--- config.mk ---
export PLATFORM = sky130hd
export DESIGN_NAME = flight_mode_geofence_supervisor_flat
export DESIGN_NICKNAME = d
export VERILOG_FILES = /design/src/design/fmgs_pkg.sv /design/src/design/fmgs_ifs.sv /design/src/design/flight_mode_geofence_supervisor.sv /design/src/design/fmgs_csr.sv /design/src/design/fmgs_core.sv /design/src/flat_wrapper.sv
export VERILOG_INCLUDE_DIRS = /design/src /design/src/design
export SDC_FILE = /design/constraint.sdc
export NUM_CORES = 1
export LEC_CHECK = 0
export BUFFER_PORTS_ARGS = -buffer_cell sky130_fd_sc_hd__buf_2
export CORE_UTILIZATION = 55
export CTS_CLUSTER_DIAMETER = 200
export DETAILED_ROUTE_END_ITERATION = 6
export PLACE_DENSITY = 0.75
export SLEW_MARGIN = 40
export SYNTH_ARGS = -nofsm -noshare
export SYNTH_HDL_FRONTEND = slang
export SYNTH_SLANG_ARGS = --single-unit
--- constraint.sdc ---
create_clock -name clock -period 6.35 [get_ports clock]
set_input_delay 0.635 -clock clock [delete_from_list [all_inputs] [get_ports clock]]
set_output_delay 0.635 -clock clock [all_outputs]
set_load 0.02 [all_outputs]
--- src/design/flight_mode_geofence_supervisor_assert.svh ---
// assertion macros shared by the supervisor modules
`ifndef FLIGHT_MODE_GEOFENCE_SUPERVISOR_ASSERT_SVH
`define FLIGHT_MODE_GEOFENCE_SUPERVISOR_ASSERT_SVH
`ifndef ASSERT_OFF
// same-cycle implication
`define FMGS_ASSERT_IMPL(label, clk, rst, ante, cons) \
   label: assert property (@(posedge clk) disable iff (rst) (ante) |-> (cons)) \
      else $error("same-cycle implication violated");
// next-cycle implication
`define FMGS_ASSERT_NEXT(label, clk, rst, ante, cons) \
   label: assert property (@(posedge clk) disable iff (rst) (ante) |=> (cons)) \
      else $error("next-cycle implication violated");
`else
`define FMGS_ASSERT_IMPL(label, clk, rst, ante, cons)
`define FMGS_ASSERT_NEXT(label, clk, rst, ante, cons)
`endif
`endif

--- src/design/fmgs_pkg.sv ---
package fmgs_pkg;

   // field widths
   localparam int POS_W = 32;
   localparam int PWM_W = 12;
   localparam int HDG_W = 16;
   localparam int LIM_W = 31;
   localparam int CSR_IDX_W = 2;
   localparam int CMP_W = (POS_W > LIM_W) ? POS_W : LIM_W;

   typedef logic signed [POS_W-1:0] pos_type;
   typedef logic [POS_W-1:0]        mag_type;
   typedef logic signed [HDG_W-1:0] hdg_type;
   typedef logic [PWM_W-1:0]        pwm_type;
   typedef logic [LIM_W-1:0]        limit_type;
   typedef logic [CSR_IDX_W-1:0]    csr_index_type;

   // tick codes
   typedef enum logic [1:0] {
      CMD_MODE    = 2'd0,
      CMD_SAFETY  = 2'd1,
      CMD_CONTROL = 2'd2
   } command_type;

   // flight modes
   typedef enum logic [1:0] {
      MODE_POSITION = 2'd0,
      MODE_HOLD     = 2'd1,
      MODE_COMMAND  = 2'd2
   } mode_type;

   // setpoint origin
   typedef enum logic [1:0] {
      SRC_NONE        = 2'd0,
      SRC_SWITCH_HOLD = 2'd1,
      SRC_SAFE_HOLD   = 2'd2,
      SRC_TARGET      = 2'd3
   } source_type;

   // rejection reasons
   typedef enum logic [1:0] {
      REJ_NONE     = 2'd0,
      REJ_FENCE    = 2'd1,
      REJ_OFFBOARD = 2'd2
   } reject_type;

   // register indexes
   localparam csr_index_type CSR_FENCE_X      = 2'd0;
   localparam csr_index_type CSR_FENCE_Y      = 2'd1;
   localparam csr_index_type CSR_FENCE_HEIGHT = 2'd2;

   // register reset values
   localparam limit_type FENCE_X_RESET      = 31'd655360;
   localparam limit_type FENCE_Y_RESET      = 31'd655360;
   localparam limit_type FENCE_HEIGHT_RESET = 31'd327680;

   // pwm decode thresholds in microseconds
   localparam pwm_type PWM_POS_LO  = 12'd900;
   localparam pwm_type PWM_POS_HI  = 12'd1200;
   localparam pwm_type PWM_HOLD_LO = 12'd1300;
   localparam pwm_type PWM_HOLD_HI = 12'd1600;
   localparam pwm_type PWM_HIGH_LO = 12'd1700;
   localparam pwm_type PWM_HIGH_HI = 12'd2100;
   localparam pwm_type PWM_DISARM  = 12'd1000;
   localparam pwm_type PWM_ARM     = 12'd2000;

   typedef struct packed {
      limit_type x;
      limit_type y;
      limit_type height;
   } limits_type;

   typedef struct packed {
      logic [1:0] command;
      pwm_type    rc_arm_ch;
      pwm_type    rc_aux_ch;
      pwm_type    rc_mode_ch;
      logic       in_offboard;
      logic       is_armed;
      pos_type    pos_x;
      pos_type    pos_y;
      pos_type    pos_z;
      hdg_type    heading;
   } req_item_type;

   typedef struct packed {
      logic       setpoint_valid;
      source_type setpoint_source;
      pos_type    set_x;
      pos_type    set_y;
      pos_type    set_z;
      hdg_type    set_heading;
      logic       request_offboard;
      logic       request_arm;
      mode_type   mode_now;
      logic       breach_now;
      reject_type reject_code;
   } rsp_item_type;

   // strict band check lo < v < hi
   function automatic logic pwm_in_band(input pwm_type v, input pwm_type lo,
                                        input pwm_type hi);
      return (v > lo) && (v < hi);
   endfunction

   // absolute value, exact for the most negative code
   function automatic mag_type pos_mag(input pos_type v);
      mag_type u;
      u = mag_type'(v);
      return v[POS_W-1] ? mag_type'(~u + 1'b1) : u;
   endfunction

   // magnitude above a limit
   function automatic logic above_limit(input mag_type m, input limit_type lim);
      return CMP_W'(m) > CMP_W'(lim);
   endfunction

endpackage

--- src/design/fmgs_ifs.sv ---
// input tick channel
interface fmgs_req_if import fmgs_pkg::*; ();
   logic       valid;
   logic       ready;
   logic [1:0] command;
   pwm_type    rc_arm_ch;
   pwm_type    rc_aux_ch;
   pwm_type    rc_mode_ch;
   logic       in_offboard;
   logic       is_armed;
   pos_type    pos_x;
   pos_type    pos_y;
   pos_type    pos_z;
   hdg_type    heading;

   modport source (output valid, command, rc_arm_ch, rc_aux_ch, rc_mode_ch, in_offboard,
                   is_armed, pos_x, pos_y, pos_z, heading, input ready);
   modport sink (input valid, command, rc_arm_ch, rc_aux_ch, rc_mode_ch, in_offboard,
                 is_armed, pos_x, pos_y, pos_z, heading, output ready);
endinterface

// result channel
interface fmgs_rsp_if import fmgs_pkg::*; ();
   logic       valid;
   logic       ready;
   logic       setpoint_valid;
   source_type setpoint_source;
   pos_type    set_x;
   pos_type    set_y;
   pos_type    set_z;
   hdg_type    set_heading;
   logic       request_offboard;
   logic       request_arm;
   mode_type   mode_now;
   logic       breach_now;
   reject_type reject_code;

   modport source (output valid, setpoint_valid, setpoint_source, set_x, set_y, set_z,
                   set_heading, request_offboard, request_arm, mode_now, breach_now,
                   reject_code, input ready);
   modport sink (input valid, setpoint_valid, setpoint_source, set_x, set_y, set_z,
                 set_heading, request_offboard, request_arm, mode_now, breach_now,
                 reject_code, output ready);
endinterface

// register write channel
interface fmgs_csr_if import fmgs_pkg::*; ();
   logic          valid;
   logic          ready;
   csr_index_type index;
   limit_type     data;

   modport source (output valid, index, data, input ready);
   modport sink (input valid, index, data, output ready);
endinterface

--- src/design/flight_mode_geofence_supervisor.sv ---
// path: an accepted tick waits in the input register, and its result is written to the result
// register once that register is empty or its result is being taken
// throughput: one tick per cycle while the result channel is ready, set by a single pass
// through the supervisor logic between the input register and the result register
// reset: synchronous, active high; restores fence limits, position mode, breach latched
// and all hold points to zero, and empties both pipeline registers
`include "flight_mode_geofence_supervisor_assert.svh"

module flight_mode_geofence_supervisor import fmgs_pkg::*; (
   input logic        clock,
   input logic        reset,
   fmgs_req_if.sink   req_bus,
   fmgs_rsp_if.source rsp_bus,
   fmgs_csr_if.sink   csr_bus
);

   logic         in_valid_ff, in_valid_in;
   req_item_type in_item_ff, in_item_in;
   logic         out_valid_ff, out_valid_in;
   rsp_item_type out_item_ff, out_item_in;
   req_item_type req_item;
   rsp_item_type core_result;
   limits_type   limits;
   logic         req_xfer;
   logic         stage_advance;

   fmgs_csr u_csr (
      .clock   (clock),
      .reset   (reset),
      .csr_bus (csr_bus),
      .limits  (limits)
   );

   // input channel payload
   assign req_item.command = req_bus.command;
   assign req_item.rc_arm_ch = req_bus.rc_arm_ch;
   assign req_item.rc_aux_ch = req_bus.rc_aux_ch;
   assign req_item.rc_mode_ch = req_bus.rc_mode_ch;
   assign req_item.in_offboard = req_bus.in_offboard;
   assign req_item.is_armed = req_bus.is_armed;
   assign req_item.pos_x = req_bus.pos_x;
   assign req_item.pos_y = req_bus.pos_y;
   assign req_item.pos_z = req_bus.pos_z;
   assign req_item.heading = req_bus.heading;

   // pipeline handshake
   assign stage_advance = in_valid_ff && (!out_valid_ff || rsp_bus.ready);
   assign req_bus.ready = !in_valid_ff || stage_advance;
   assign req_xfer = req_bus.valid && req_bus.ready;

   fmgs_core u_core (
      .clock   (clock),
      .reset   (reset),
      .advance (stage_advance),
      .item    (in_item_ff),
      .limits  (limits),
      .result  (core_result)
   );

   // input and result register next values
   always_comb begin
      in_valid_in = in_valid_ff;
      in_item_in = in_item_ff;
      out_valid_in = out_valid_ff;
      out_item_in = out_item_ff;
      if (req_xfer) begin
         in_valid_in = 1'b1;
         in_item_in = req_item;
      end else if (stage_advance) begin
         in_valid_in = 1'b0;
      end
      if (stage_advance) begin
         out_valid_in = 1'b1;
         out_item_in = core_result;
      end else if (rsp_bus.ready) begin
         out_valid_in = 1'b0;
      end
   end

   // valid flags
   always_ff @(posedge clock) begin
      if (reset) begin
         in_valid_ff <= 1'b0;
         out_valid_ff <= 1'b0;
      end else begin
         in_valid_ff <= in_valid_in;
         out_valid_ff <= out_valid_in;
      end
   end

   // payload registers
   always_ff @(posedge clock) begin
      in_item_ff <= in_item_in;
      out_item_ff <= out_item_in;
   end

   // result channel
   assign rsp_bus.valid = out_valid_ff;
   assign rsp_bus.setpoint_valid = out_item_ff.setpoint_valid;
   assign rsp_bus.setpoint_source = out_item_ff.setpoint_source;
   assign rsp_bus.set_x = out_item_ff.set_x;
   assign rsp_bus.set_y = out_item_ff.set_y;
   assign rsp_bus.set_z = out_item_ff.set_z;
   assign rsp_bus.set_heading = out_item_ff.set_heading;
   assign rsp_bus.request_offboard = out_item_ff.request_offboard;
   assign rsp_bus.request_arm = out_item_ff.request_arm;
   assign rsp_bus.mode_now = out_item_ff.mode_now;
   assign rsp_bus.breach_now = out_item_ff.breach_now;
   assign rsp_bus.reject_code = out_item_ff.reject_code;

   // a processed tick always lands in the result register
   `FMGS_ASSERT_NEXT(a_advance_fills_output, clock, reset, stage_advance, out_valid_ff)
   // a held tick is not lost
   `FMGS_ASSERT_NEXT(a_input_held, clock, reset, in_valid_ff && !stage_advance, in_valid_ff)
   // a new transfer onto a full input register requires it to drain
   `FMGS_ASSERT_IMPL(a_no_overwrite, clock, reset, in_valid_ff && req_bus.ready, stage_advance)

endmodule

--- src/design/fmgs_csr.sv ---
module fmgs_csr import fmgs_pkg::*; (
   input  logic       clock,
   input  logic       reset,
   fmgs_csr_if.sink   csr_bus,
   output limits_type limits
);

   limit_type fence_x_ff, fence_x_in;
   limit_type fence_y_ff, fence_y_in;
   limit_type fence_height_ff, fence_height_in;
   logic      write_en;

   // writes are always taken
   assign csr_bus.ready = 1'b1;
   assign write_en = csr_bus.valid;

   // register decode, unknown indexes ignored
   always_comb begin
      fence_x_in = fence_x_ff;
      fence_y_in = fence_y_ff;
      fence_height_in = fence_height_ff;
      if (write_en) begin
         case (csr_bus.index)
            CSR_FENCE_X: fence_x_in = csr_bus.data;
            CSR_FENCE_Y: fence_y_in = csr_bus.data;
            CSR_FENCE_HEIGHT: fence_height_in = csr_bus.data;
            default: ;
         endcase
      end
   end

   always_ff @(posedge clock) begin
      if (reset) begin
         fence_x_ff <= FENCE_X_RESET;
         fence_y_ff <= FENCE_Y_RESET;
         fence_height_ff <= FENCE_HEIGHT_RESET;
      end else begin
         fence_x_ff <= fence_x_in;
         fence_y_ff <= fence_y_in;
         fence_height_ff <= fence_height_in;
      end
   end

   assign limits.x = fence_x_ff;
   assign limits.y = fence_y_ff;
   assign limits.height = fence_height_ff;

endmodule

--- src/design/fmgs_core.sv ---
`include "flight_mode_geofence_supervisor_assert.svh"

module fmgs_core import fmgs_pkg::*; (
   input  logic         clock,
   input  logic         reset,
   input  logic         advance,
   input  req_item_type item,
   input  limits_type   limits,
   output rsp_item_type result
);

   mode_type flight_mode_ff, flight_mode_in;
   logic     arm_enable_ff, arm_enable_in;
   logic     offboard_missing_ff, offboard_missing_in;
   logic     fence_breached_ff, fence_breached_in;
   logic     fence_update_ok_ff, fence_update_ok_in;
   pwm_type  last_mode_pwm_ff, last_mode_pwm_in;
   pos_type  switch_hold_x_ff, switch_hold_x_in;
   pos_type  switch_hold_y_ff, switch_hold_y_in;
   pos_type  switch_hold_z_ff, switch_hold_z_in;
   hdg_type  switch_hold_heading_ff, switch_hold_heading_in;
   pos_type  safe_hold_x_ff, safe_hold_x_in;
   pos_type  safe_hold_y_ff, safe_hold_y_in;
   pos_type  safe_hold_z_ff, safe_hold_z_in;
   hdg_type  safe_hold_heading_ff, safe_hold_heading_in;

   logic aux_ok;
   logic mode_changed;
   logic x_over;
   logic y_over;
   logic z_over;
   logic z_high;
   logic pose_outside;
   logic target_bad;

   // shared decode and fence compares
   assign aux_ok = pwm_in_band(item.rc_aux_ch, PWM_HIGH_LO, PWM_HIGH_HI);
   assign mode_changed = item.rc_mode_ch != last_mode_pwm_ff;
   assign x_over = above_limit(pos_mag(item.pos_x), limits.x);
   assign y_over = above_limit(pos_mag(item.pos_y), limits.y);
   assign z_over = above_limit(pos_mag(item.pos_z), limits.height);
   // positive height over the limit, negative heights pass the target check
   assign z_high = !item.pos_z[POS_W-1] && z_over;
   assign pose_outside = x_over || y_over || z_over;
   assign target_bad = z_high || x_over || y_over;

   // tick processing and next state
   always_comb begin
      flight_mode_in = flight_mode_ff;
      arm_enable_in = arm_enable_ff;
      offboard_missing_in = offboard_missing_ff;
      fence_breached_in = fence_breached_ff;
      fence_update_ok_in = fence_update_ok_ff;
      last_mode_pwm_in = last_mode_pwm_ff;
      switch_hold_x_in = switch_hold_x_ff;
      switch_hold_y_in = switch_hold_y_ff;
      switch_hold_z_in = switch_hold_z_ff;
      switch_hold_heading_in = switch_hold_heading_ff;
      safe_hold_x_in = safe_hold_x_ff;
      safe_hold_y_in = safe_hold_y_ff;
      safe_hold_z_in = safe_hold_z_ff;
      safe_hold_heading_in = safe_hold_heading_ff;

      result = '0;
      result.setpoint_source = SRC_NONE;
      result.reject_code = REJ_NONE;

      case (item.command)
         CMD_MODE: begin
            // mode switch latches the pose as hold point
            if (mode_changed) begin
               switch_hold_x_in = item.pos_x;
               switch_hold_y_in = item.pos_y;
               switch_hold_z_in = item.pos_z;
               switch_hold_heading_in = item.heading;
               if (pwm_in_band(item.rc_mode_ch, PWM_HOLD_LO, PWM_HOLD_HI) && aux_ok) begin
                  flight_mode_in = MODE_HOLD;
                  fence_update_ok_in = 1'b1;
                  fence_breached_in = 1'b0;
               end else if (pwm_in_band(item.rc_mode_ch, PWM_HIGH_LO, PWM_HIGH_HI)
                            && aux_ok) begin
                  flight_mode_in = MODE_COMMAND;
               end else begin
                  flight_mode_in = MODE_POSITION;
                  fence_update_ok_in = 1'b1;
                  fence_breached_in = 1'b0;
               end
            end
            last_mode_pwm_in = item.rc_mode_ch;
            // arm switch end positions only
            if (item.rc_arm_ch == PWM_DISARM) begin
               arm_enable_in = 1'b0;
            end else if (item.rc_arm_ch == PWM_ARM) begin
               arm_enable_in = 1'b1;
            end
         end
         CMD_SAFETY: begin
            // offboard and arm requests outside position mode
            if (flight_mode_ff == MODE_HOLD || flight_mode_ff == MODE_COMMAND) begin
               if (!item.in_offboard) begin
                  offboard_missing_in = 1'b1;
                  result.request_offboard = 1'b1;
               end else begin
                  offboard_missing_in = 1'b0;
                  result.request_arm = arm_enable_ff && !item.is_armed;
               end
            end
            // fence latch and last in-fence pose
            if (pose_outside) begin
               if (fence_update_ok_ff) begin
                  fence_breached_in = 1'b1;
                  fence_update_ok_in = 1'b0;
               end
            end else if (fence_update_ok_ff) begin
               safe_hold_x_in = item.pos_x;
               safe_hold_y_in = item.pos_y;
               safe_hold_z_in = item.pos_z;
               safe_hold_heading_in = item.heading;
               fence_breached_in = 1'b0;
            end
         end
         CMD_CONTROL: begin
            case (flight_mode_ff)
               MODE_HOLD: begin
                  result.setpoint_valid = 1'b1;
                  result.setpoint_source = SRC_SWITCH_HOLD;
                  result.set_x = switch_hold_x_ff;
                  result.set_y = switch_hold_y_ff;
                  result.set_z = switch_hold_z_ff;
                  result.set_heading = switch_hold_heading_ff;
               end
               MODE_COMMAND: begin
                  // target gate: fence, then offboard, then breach
                  if (target_bad) begin
                     result.reject_code = REJ_FENCE;
                  end else if (offboard_missing_ff) begin
                     result.reject_code = REJ_OFFBOARD;
                  end else if (fence_breached_ff) begin
                     result.setpoint_valid = 1'b1;
                     result.setpoint_source = SRC_SAFE_HOLD;
                     result.set_x = safe_hold_x_ff;
                     result.set_y = safe_hold_y_ff;
                     result.set_z = safe_hold_z_ff;
                     result.set_heading = safe_hold_heading_ff;
                  end else begin
                     result.setpoint_valid = 1'b1;
                     result.setpoint_source = SRC_TARGET;
                     result.set_x = item.pos_x;
                     result.set_y = item.pos_y;
                     result.set_z = item.pos_z;
                     result.set_heading = item.heading;
                  end
               end
               default: ;
            endcase
         end
         default: ;
      endcase

      result.mode_now = flight_mode_in;
      result.breach_now = fence_breached_in;
   end

   // supervisor state, updated once per processed tick
   always_ff @(posedge clock) begin
      if (reset) begin
         flight_mode_ff <= MODE_POSITION;
         arm_enable_ff <= 1'b0;
         offboard_missing_ff <= 1'b1;
         fence_breached_ff <= 1'b1;
         fence_update_ok_ff <= 1'b1;
         last_mode_pwm_ff <= '0;
         switch_hold_x_ff <= '0;
         switch_hold_y_ff <= '0;
         switch_hold_z_ff <= '0;
         switch_hold_heading_ff <= '0;
         safe_hold_x_ff <= '0;
         safe_hold_y_ff <= '0;
         safe_hold_z_ff <= '0;
         safe_hold_heading_ff <= '0;
      end else if (advance) begin
         flight_mode_ff <= flight_mode_in;
         arm_enable_ff <= arm_enable_in;
         offboard_missing_ff <= offboard_missing_in;
         fence_breached_ff <= fence_breached_in;
         fence_update_ok_ff <= fence_update_ok_in;
         last_mode_pwm_ff <= last_mode_pwm_in;
         switch_hold_x_ff <= switch_hold_x_in;
         switch_hold_y_ff <= switch_hold_y_in;
         switch_hold_z_ff <= switch_hold_z_in;
         switch_hold_heading_ff <= switch_hold_heading_in;
         safe_hold_x_ff <= safe_hold_x_in;
         safe_hold_y_ff <= safe_hold_y_in;
         safe_hold_z_ff <= safe_hold_z_in;
         safe_hold_heading_ff <= safe_hold_heading_in;
      end
   end

   // blocked fence updates only follow a latched breach
   `FMGS_ASSERT_IMPL(a_update_block_implies_breach, clock, reset, !fence_update_ok_ff, fence_breached_ff)
   // arm request only with offboard confirmed outside position mode
   `FMGS_ASSERT_IMPL(a_arm_req_context, clock, reset, advance && result.request_arm, item.in_offboard && (flight_mode_ff != MODE_POSITION))
   // an emitted setpoint carries a source and no rejection
   `FMGS_ASSERT_IMPL(a_setpoint_consistent, clock, reset, result.setpoint_valid, (result.reject_code == REJ_NONE) && (result.setpoint_source != SRC_NONE))
   // a mode channel change latches the hold point
   `FMGS_ASSERT_NEXT(a_switch_hold_latch, clock, reset, advance && (item.command == CMD_MODE) && mode_changed, switch_hold_x_ff == $past(item.pos_x))

endmodule
--- src/flat_wrapper.sv ---
// flat-port wrapper written by rule: the top's interface ports become plain ports
module flight_mode_geofence_supervisor_flat import fmgs_pkg::*;
  (clock, reset, req_bus_valid, req_bus_command, req_bus_rc_arm_ch, req_bus_rc_aux_ch, req_bus_rc_mode_ch, req_bus_in_offboard, req_bus_is_armed, req_bus_pos_x, req_bus_pos_y, req_bus_pos_z, req_bus_heading, req_bus_ready, rsp_bus_valid, rsp_bus_setpoint_valid, rsp_bus_setpoint_source, rsp_bus_set_x, rsp_bus_set_y, rsp_bus_set_z, rsp_bus_set_heading, rsp_bus_request_offboard, rsp_bus_request_arm, rsp_bus_mode_now, rsp_bus_breach_now, rsp_bus_reject_code, rsp_bus_ready, csr_bus_valid, csr_bus_index, csr_bus_data, csr_bus_ready);
  fmgs_req_if req_bus_i ();
  fmgs_rsp_if rsp_bus_i ();
  fmgs_csr_if csr_bus_i ();
  input logic clock;
  input logic reset;
  input wire logic [$bits(req_bus_i.valid)-1:0] req_bus_valid;
  input wire logic [$bits(req_bus_i.command)-1:0] req_bus_command;
  input wire logic [$bits(req_bus_i.rc_arm_ch)-1:0] req_bus_rc_arm_ch;
  input wire logic [$bits(req_bus_i.rc_aux_ch)-1:0] req_bus_rc_aux_ch;
  input wire logic [$bits(req_bus_i.rc_mode_ch)-1:0] req_bus_rc_mode_ch;
  input wire logic [$bits(req_bus_i.in_offboard)-1:0] req_bus_in_offboard;
  input wire logic [$bits(req_bus_i.is_armed)-1:0] req_bus_is_armed;
  input wire logic [$bits(req_bus_i.pos_x)-1:0] req_bus_pos_x;
  input wire logic [$bits(req_bus_i.pos_y)-1:0] req_bus_pos_y;
  input wire logic [$bits(req_bus_i.pos_z)-1:0] req_bus_pos_z;
  input wire logic [$bits(req_bus_i.heading)-1:0] req_bus_heading;
  output wire logic [$bits(req_bus_i.ready)-1:0] req_bus_ready;
  output wire logic [$bits(rsp_bus_i.valid)-1:0] rsp_bus_valid;
  output wire logic [$bits(rsp_bus_i.setpoint_valid)-1:0] rsp_bus_setpoint_valid;
  output wire logic [$bits(rsp_bus_i.setpoint_source)-1:0] rsp_bus_setpoint_source;
  output wire logic [$bits(rsp_bus_i.set_x)-1:0] rsp_bus_set_x;
  output wire logic [$bits(rsp_bus_i.set_y)-1:0] rsp_bus_set_y;
  output wire logic [$bits(rsp_bus_i.set_z)-1:0] rsp_bus_set_z;
  output wire logic [$bits(rsp_bus_i.set_heading)-1:0] rsp_bus_set_heading;
  output wire logic [$bits(rsp_bus_i.request_offboard)-1:0] rsp_bus_request_offboard;
  output wire logic [$bits(rsp_bus_i.request_arm)-1:0] rsp_bus_request_arm;
  output wire logic [$bits(rsp_bus_i.mode_now)-1:0] rsp_bus_mode_now;
  output wire logic [$bits(rsp_bus_i.breach_now)-1:0] rsp_bus_breach_now;
  output wire logic [$bits(rsp_bus_i.reject_code)-1:0] rsp_bus_reject_code;
  input wire logic [$bits(rsp_bus_i.ready)-1:0] rsp_bus_ready;
  input wire logic [$bits(csr_bus_i.valid)-1:0] csr_bus_valid;
  input wire logic [$bits(csr_bus_i.index)-1:0] csr_bus_index;
  input wire logic [$bits(csr_bus_i.data)-1:0] csr_bus_data;
  output wire logic [$bits(csr_bus_i.ready)-1:0] csr_bus_ready;
  assign req_bus_i.valid = req_bus_valid;
  assign req_bus_i.command = req_bus_command;
  assign req_bus_i.rc_arm_ch = req_bus_rc_arm_ch;
  assign req_bus_i.rc_aux_ch = req_bus_rc_aux_ch;
  assign req_bus_i.rc_mode_ch = req_bus_rc_mode_ch;
  assign req_bus_i.in_offboard = req_bus_in_offboard;
  assign req_bus_i.is_armed = req_bus_is_armed;
  assign req_bus_i.pos_x = req_bus_pos_x;
  assign req_bus_i.pos_y = req_bus_pos_y;
  assign req_bus_i.pos_z = req_bus_pos_z;
  assign req_bus_i.heading = req_bus_heading;
  assign req_bus_ready = req_bus_i.ready;
  assign rsp_bus_valid = rsp_bus_i.valid;
  assign rsp_bus_setpoint_valid = rsp_bus_i.setpoint_valid;
  assign rsp_bus_setpoint_source = rsp_bus_i.setpoint_source;
  assign rsp_bus_set_x = rsp_bus_i.set_x;
  assign rsp_bus_set_y = rsp_bus_i.set_y;
  assign rsp_bus_set_z = rsp_bus_i.set_z;
  assign rsp_bus_set_heading = rsp_bus_i.set_heading;
  assign rsp_bus_request_offboard = rsp_bus_i.request_offboard;
  assign rsp_bus_request_arm = rsp_bus_i.request_arm;
  assign rsp_bus_mode_now = rsp_bus_i.mode_now;
  assign rsp_bus_breach_now = rsp_bus_i.breach_now;
  assign rsp_bus_reject_code = rsp_bus_i.reject_code;
  assign rsp_bus_i.ready = rsp_bus_ready;
  assign csr_bus_i.valid = csr_bus_valid;
  assign csr_bus_i.index = csr_bus_index;
  assign csr_bus_i.data = csr_bus_data;
  assign csr_bus_ready = csr_bus_i.ready;
  flight_mode_geofence_supervisor u_core (.clock(clock), .reset(reset), .req_bus(req_bus_i), .rsp_bus(rsp_bus_i), .csr_bus(csr_bus_i));
endmodule
# == Word level (Yosys, flattened, before mapping) ==
# Index checks and enable logic that the tools add are counted.
# word_totals
register_bits,611
elab_cells,142
inputBits,190
# classes
addsub,3
muxes,32
reduce_logical,39
n_eq_ne,12
bitwise_logic,6
magnitude_cmp,9
# ops
operator,n
$mux W115,2
$pmux W115 S2,1
$mux W113,1
$add A32 B1 Y32 const B,3
$gt A32 B31 Y1,3
$mux W32,3
$not A32 Y32,3
$gt A12 B11 Y1 const B,3
$lt A12 B12 Y1 const B,2
$mux W1,18
$eq A12 B10 Y1 const B,1
$eq A12 B11 Y1 const B,1
$lt A12 B11 Y1 const B,1
$ne A12 B12 Y1,1
$reduce_and A2 Y1,6
$reduce_and A3 Y1,4
$mux W2,5
$logic_and A1 B1 Y1,9
$reduce_bool A2 Y1,4
$logic_or A1 B1 Y1,7
$eq A2 B1 Y1 const B,3
$eq A2 B2 Y1 const B,3
$reduce_and A5 Y1,1
$logic_not A1 Y1,4
7 further kinds,12

# == Depth between registers and ports, before layout ==
# logic_depth
depth_word,9
depth_mapped,21

# == Hierarchy ==
# A second synthesis with hierarchy kept.
# hier_totals
hier_cells,2776
area_unflattened_um2,28187.0
# modules_own_cells
mod,cells_per_inst,area_per_inst_um2,n_inst,seq_area_each_um2
fmgs_core,2144,16052.9,1,4844.6
flight_mode_geofence_supervisor,284,8331.7,1,8267.9
fmgs_csr,348,3802.4,1,1861.8

# == Worst setup path before layout ==
# No wires, ideal clock.
# synth_path
kind,register to register
startpoint,register u_core.in_item_ff[23] in the netlist's numbering
endpoint,"register u_core.out_item_ff, in the netlist u_core.rsp_bus.set_heading[0] (data pin)"
t_arrival_ps,5049
setup_time_ps,267
stages_incl_launch_ff,20
path_buffers,4
path_slack_ps,1034
period_less_slack_ps,5316
path_cell_list,edfxtp_1 > buf_6 > or4_4 > or3_1 > or3_1 > clkbuf_1 > or4_4 > o41ai_1 > xnor2_1 > ha_1 > nand3_1 > nor4_1 > o21ai_0 > nor4b_1 > a21o_1 > or2_2 > nand3_1 > clkbuf_1 > clkbuf_1 > o21ai_0
# synth_via
elab_chain_len,9
# synth_rtl
item,line,source
start: declaration,flight_mode_geofence_supervisor.sv:18,"req_item_type in_item_ff, in_item_in;"
start signal: assignment,flight_mode_geofence_supervisor.sv:93,in_item_ff <= in_item_in;
$not A32 Y32,fmgs_pkg.sv:110,return v[POS_W-1] ? mag_type'(~u + 1'b1) : u;
$add A32 B1 Y32,fmgs_pkg.sv:110,
$mux W32 (*),fmgs_pkg.sv:110,
$gt A32 B31 Y1 (*),fmgs_pkg.sv:115,return CMP_W'(m) > CMP_W'(lim);
$logic_and A1 B1 Y1 (*),fmgs_core.sv:43,assign z_high = !item.pos_z[POS_W-1] && z_over;
$logic_or A1 B1 Y1 (*) (2 in series),fmgs_core.sv:45,assign target_bad = z_high || x_over || y_over;
$mux W115 (*),fmgs_core.sv:134,if (target_bad) begin
$pmux W115 S2 (*),fmgs_core.sv:123,case (flight_mode_ff)
end signal: assignment,flight_mode_geofence_supervisor.sv:94,out_item_ff <= out_item_in;
end: declaration,flight_mode_geofence_supervisor.sv:20,"rsp_item_type out_item_ff, out_item_in;"
# Mark *: on every way between the ends. The rest lies on a longest branch, timed or not.
# A chain may end at the register's enable or synchronous reset.

# == Worst setup path after layout ==
# layout_path
startpoint,register u_core.in_item_ff[18] in the netlist's numbering
endpoint,"register u_core.out_item_ff, in the netlist u_core.rsp_bus.set_z[24] (data pin)"
# Same word-level chain as after synthesis.

==> results by group <==
Power
  • Lkg Pwr: 11.6 nW
  • Net Switching: 2.18 mW
  • PwrDens: 278 nW/µm²
  • Total power draw: 9.21 mW
  • Peak VDD IR: 0.203 mV
  • Clock Power Share: 43.7%
  • Combinational share of power: 8.7%
  • Sw frac: 23.6%
  • Internal Power: 7.04 mW
  • Flop pwr share: 47.6%

Detailed routing
  • Vias: 22,500
  • Iteration-0 DRC Markers: 1,918
  • Drt pass-1 iters: 6
  • Total wire length: 75,600 µm
  • DRC violations left: 0
  • Avg Vias per Cell: 5.72
  • Detail Route Antenna Nets: 0
  • Wire per inst: 19.2 µm

Die
  • Die Span X: 231 µm
  • Cell row count: 83
  • Number of I/O pins: 315
  • Initial core utilization: 55.9%
  • Die Ht: 231 µm
  • Core ar.: 51,500 µm²
  • Die area: 53,300 µm²

Synthesis
  • Top_reg_cell synth: dfxtp_1
  • Post-synthesis sequential area ratio: 52.0%
  • Dominant cells by area after synthesis: edfxtp_1 29%, dfxtp_1 23%, nand2_1 7.9%
  • Area leader, netlist: edfxtp_1
  • EDFF count, synth: 274
  • Post-Synthesis Net Count: 3,258
  • Ys async rst share: 0%
  • Top-count cell post-synth: nand2_1
  • Synth cell types: 59
  • Ys Warns: 0
  • Mapped Cells: 2,970
  • Synth top area share: 28.6%
  • Mapped Avg Cell Area: 9.70 µm²
  • Top cells by count, synth: 604 x nand2_1, 337 x dfxtp_1, 274 x edfxtp_1
  • Mapped cell area: 28,800 µm²
  • #FFs+latches synth: 611

STA
  • Fin crit period: 5.87 ns
  • Setup WS post-layout: 0.480 ns
  • Setup Skew: 0.0195 ns
  • FMAX: 0.170 GHz
  • Worst-margin pin slew: 0.899 ns
  • Final TNS setup: 0 ns
  • Fin crit share: 92.4%
  • Count of final hold-check violations: 0
  • RSZ-0062 raised after global routing: false
  • Max-slew headroom: 40.0%
  • Setup violators final: 0
  • Max-slew violation count: 0

Cells and area
  • Final #Nets: 3,474
  • Finished Layout Cells: 3,930
  • Area grow syn2layout: 15.0%
  • Share of cells above drive strength 1: 18.0%
  • Core Util, Final: 64.3%

Global route
  • Global-route usage over all layers: 28.1%
  • Vias in the first global route: 22,000
  • Antenna violations before repair: 20
  • Pin count of the biggest net entering global routing: 123
  • Total congestion overflow: 0
  • First-pass GRT wire length: 118,000 µm

Worst hold path
  • Hold Path Sink: u_core.in_item_ff[129]$_DFFE_PP_
  • Hold WC Path Type: in2reg
  • Hold Crit Start: req_bus_rc_aux_ch[3]
  • Worst Hold Depth: 1

Setup path
  • Setup crit end kind: flip-flop
  • Worst path max stage delay: 0.50 ns
  • Arr. time, crit path: 6.19 ns
  • Crit Path Class: reg2reg
  • Reg2reg path depth: 18
  • Crit-path max FO: 54
  • Crit start category: flip-flop
  • Critical Path Most Common Cell: o21ai_0
  • RR Startpoint: u_core.in_item_ff[18]$_DFFE_PP_
  • Required time of the critical path: 6.67 ns
  • R2r endpoint: u_core.rsp_bus.set_z[24]$_SDFFCE_PP0P_
  • Crit path max-delay cell type: edfxtp_1
  • Worst-path cell chain: nor4_1, nand2_1, or2_2, or3_1, or3_1, or4_1, o21ai_0, xnor2_1, ha_1, nand3_1, nor4_2, o21ai_0, nor4b_1, a21o_1, or2_2, nand3_4, buf_12, o21ai_0
  • Setup slack, reg-to-reg: 0.48 ns

Clock tree
  • Latest clock arrival within the worst-skew pair: 0.60 ns
  • CTS tree: built
  • Clk buf depth: 3
  • Clock slew at reported path FFs: 0.06 ns
  • H-tree Lvls: 3
  • Inserted Clock Buffers: 67
  • # Post-CTS Setup Buffers: 0
  • Number of clock sinks: 611
  • Clock root buffer: clkbuf_16

Job
  • Maxcap violations: 0

Status
  • Status: finished clean

Place
  • I/O Buffers: 313
  • Dpl ws: 0.484 ns
  • Dpl hpwl: 50,400 µm
  • GP Congestion: 0.894
  • Placed cells: 3,796
[metal layers]
metal,part of all wire (%),global-route usage (%),up-vias
met5,0.13,0,-
met4,3.7,11.8,16
met3,6.7,5.77,174
met2,48,46.2,753
met1,41,35.8,10900
li1,-,-,10700
[logic make-up after synthesis]
kind of cell / share of synthesized area (%)
xor+xnor: 3.01
mux: 8.03
flops: 52.0
compound gates: 9.72
simple gates: 18.5
other cells: 0.0130
fa+ha+maj: 4.26
buf+inv: 4.48
[cell usage in the layout, fill, tap and decap left out, types with 9 or more instances in the layout]
master / synthesis / layout
a211oi_1: 9 / 9
nand2b_1: 232 / 231
edfxtp_1: 274 / 274
xnor2_1: 97 / 97
diode_2: 0 / 12
nand2_1: 604 / 604
o21ai_0: 169 / 169
or4_1: 10 / 10
clkbuf_1: 175 / 12
mux2_2: 105 / 105
nor4_1: 11 / 10
nor3_1: 20 / 20
or3_1: 16 / 16
mux2i_1: 113 / 113
inv_1: 108 / 107
nor2_1: 37 / 35
buf_4: 1 / 19
nand3_1: 138 / 137
o41ai_1: 11 / 11
dfxtp_1: 337 / 336
nand4_1: 21 / 21
buf_2: 6 / 312
a21oi_1: 253 / 253
clkinv_2: 0 / 14
o31ai_1: 25 / 25
clkbuf_16: 0 / 71
ha_1: 98 / 98
[per-stage QoR]
step           area (µm²)  hold WS (ns)
4_1_cts             33100         0.181
2_1_floorplan       28800         0.436
5_1_grt             33100         0.181
3_5_place_dp        30800         0.447
3_3_place_gp        30600         0.442
6_report            33100         0.213
[sequential cells by signal, indices dropped and copies added (netlist names), 32 cells and up]
name	cells
u_core.in_item_ff	152
u_core.rsp_bus.set_x	32
u_core.rsp_bus.set_y	32
u_core.rsp_bus.set_z	32
u_core.u_core.safe_hold_x_ff	32
u_core.u_core.safe_hold_y_ff	32
u_core.u_core.safe_hold_z_ff	32
u_core.u_core.switch_hold_x_ff	32
u_core.u_core.switch_hold_y_ff	32
u_core.u_core.switch_hold_z_ff	32
[layout make-up]
| cell class | instances | area, µm² |
|---|---|---|
| Antenna cell | 12 | 30.0 |
| Clock buffer | 91 | 1930 |
| Clock inverter | 30 | 355 |
| Fill cell | 4164 | 18400 |
| Inverter | 108 | 410 |
| Multi-Input combinational cell | 2051 | 12600 |
| Sequential cell | 611 | 15000 |
| Tap cell | 680 | 851 |
| Timing Repair Buffer | 347 | 1960 |
[power groups by stage]
| stage | Sequential [mW] | Clock (mW) | Combinational (mW) |
|---|---|---|---|
| floorplan | 4.46 | 0 | 0.502 |
| global placement | 4.47 | 0 | 0.748 |
| detailed placement | 4.47 | 0 | 0.788 |
| CTS | 4.39 | 4.09 | 0.794 |
| global route | 4.40 | 4.25 | 0.881 |
| finish | 4.39 | 4.03 | 0.798 |
[critical path: cells and delay by family (launching register included)]
| family | cells | cell delay (ns) |
|---|---|---|
| XOR/XNOR | 1 | 0.11 |
| AND/OR/NAND/NOR | 11 | 3.47 |
| adder cells (fa/ha/maj) | 1 | 0.34 |
| flip-flops | 1 | 0.50 |
| buffers and inverters | 1 | 0.30 |
| AO/OA/AOI/OAI | 4 | 0.80 |
[worst max-delay path by stage]
stage / startpoint / to / slack [ns] / cells past startpoint
final: u_core.in_item_ff[18]$_DFFE_PP_ / u_core.rsp_bus.set_z[24]$_SDFFCE_PP0P_ / 0.48 / 18
after global routing: u_core.in_item_ff[18]$_DFFE_PP_ / u_core.rsp_bus.set_heading[1]$_SDFFCE_PP0P_ / 0.05 / 18
after CTS: u_core.in_item_ff[18]$_DFFE_PP_ / u_core.rsp_bus.set_y[1]$_SDFFCE_PP0P_ / 0.44 / 18
after detailed placement: u_core.in_item_ff[18]$_DFFE_PP_ / u_core.rsp_bus.set_z[16]$_SDFFCE_PP0P_ / 0.48 / 18
after global placement: u_core.in_item_ff[18]$_DFFE_PP_ / u_core.rsp_bus.set_heading[1]$_SDFFCE_PP0P_ / 0.78 / 18
after floorplan: u_core.in_item_ff[23]$_DFFE_PP_ / u_core.rsp_bus.set_heading[0]$_SDFFCE_PP0P_ / 1.03 / 19
[repair_timing]
action | CTS | global route
endpoints found under the setup margin | 0 | 50
hold buffers | 0 | 0
resized for setup | 0 | 1
Note: power is estimated with default switching activity, not from simulation.
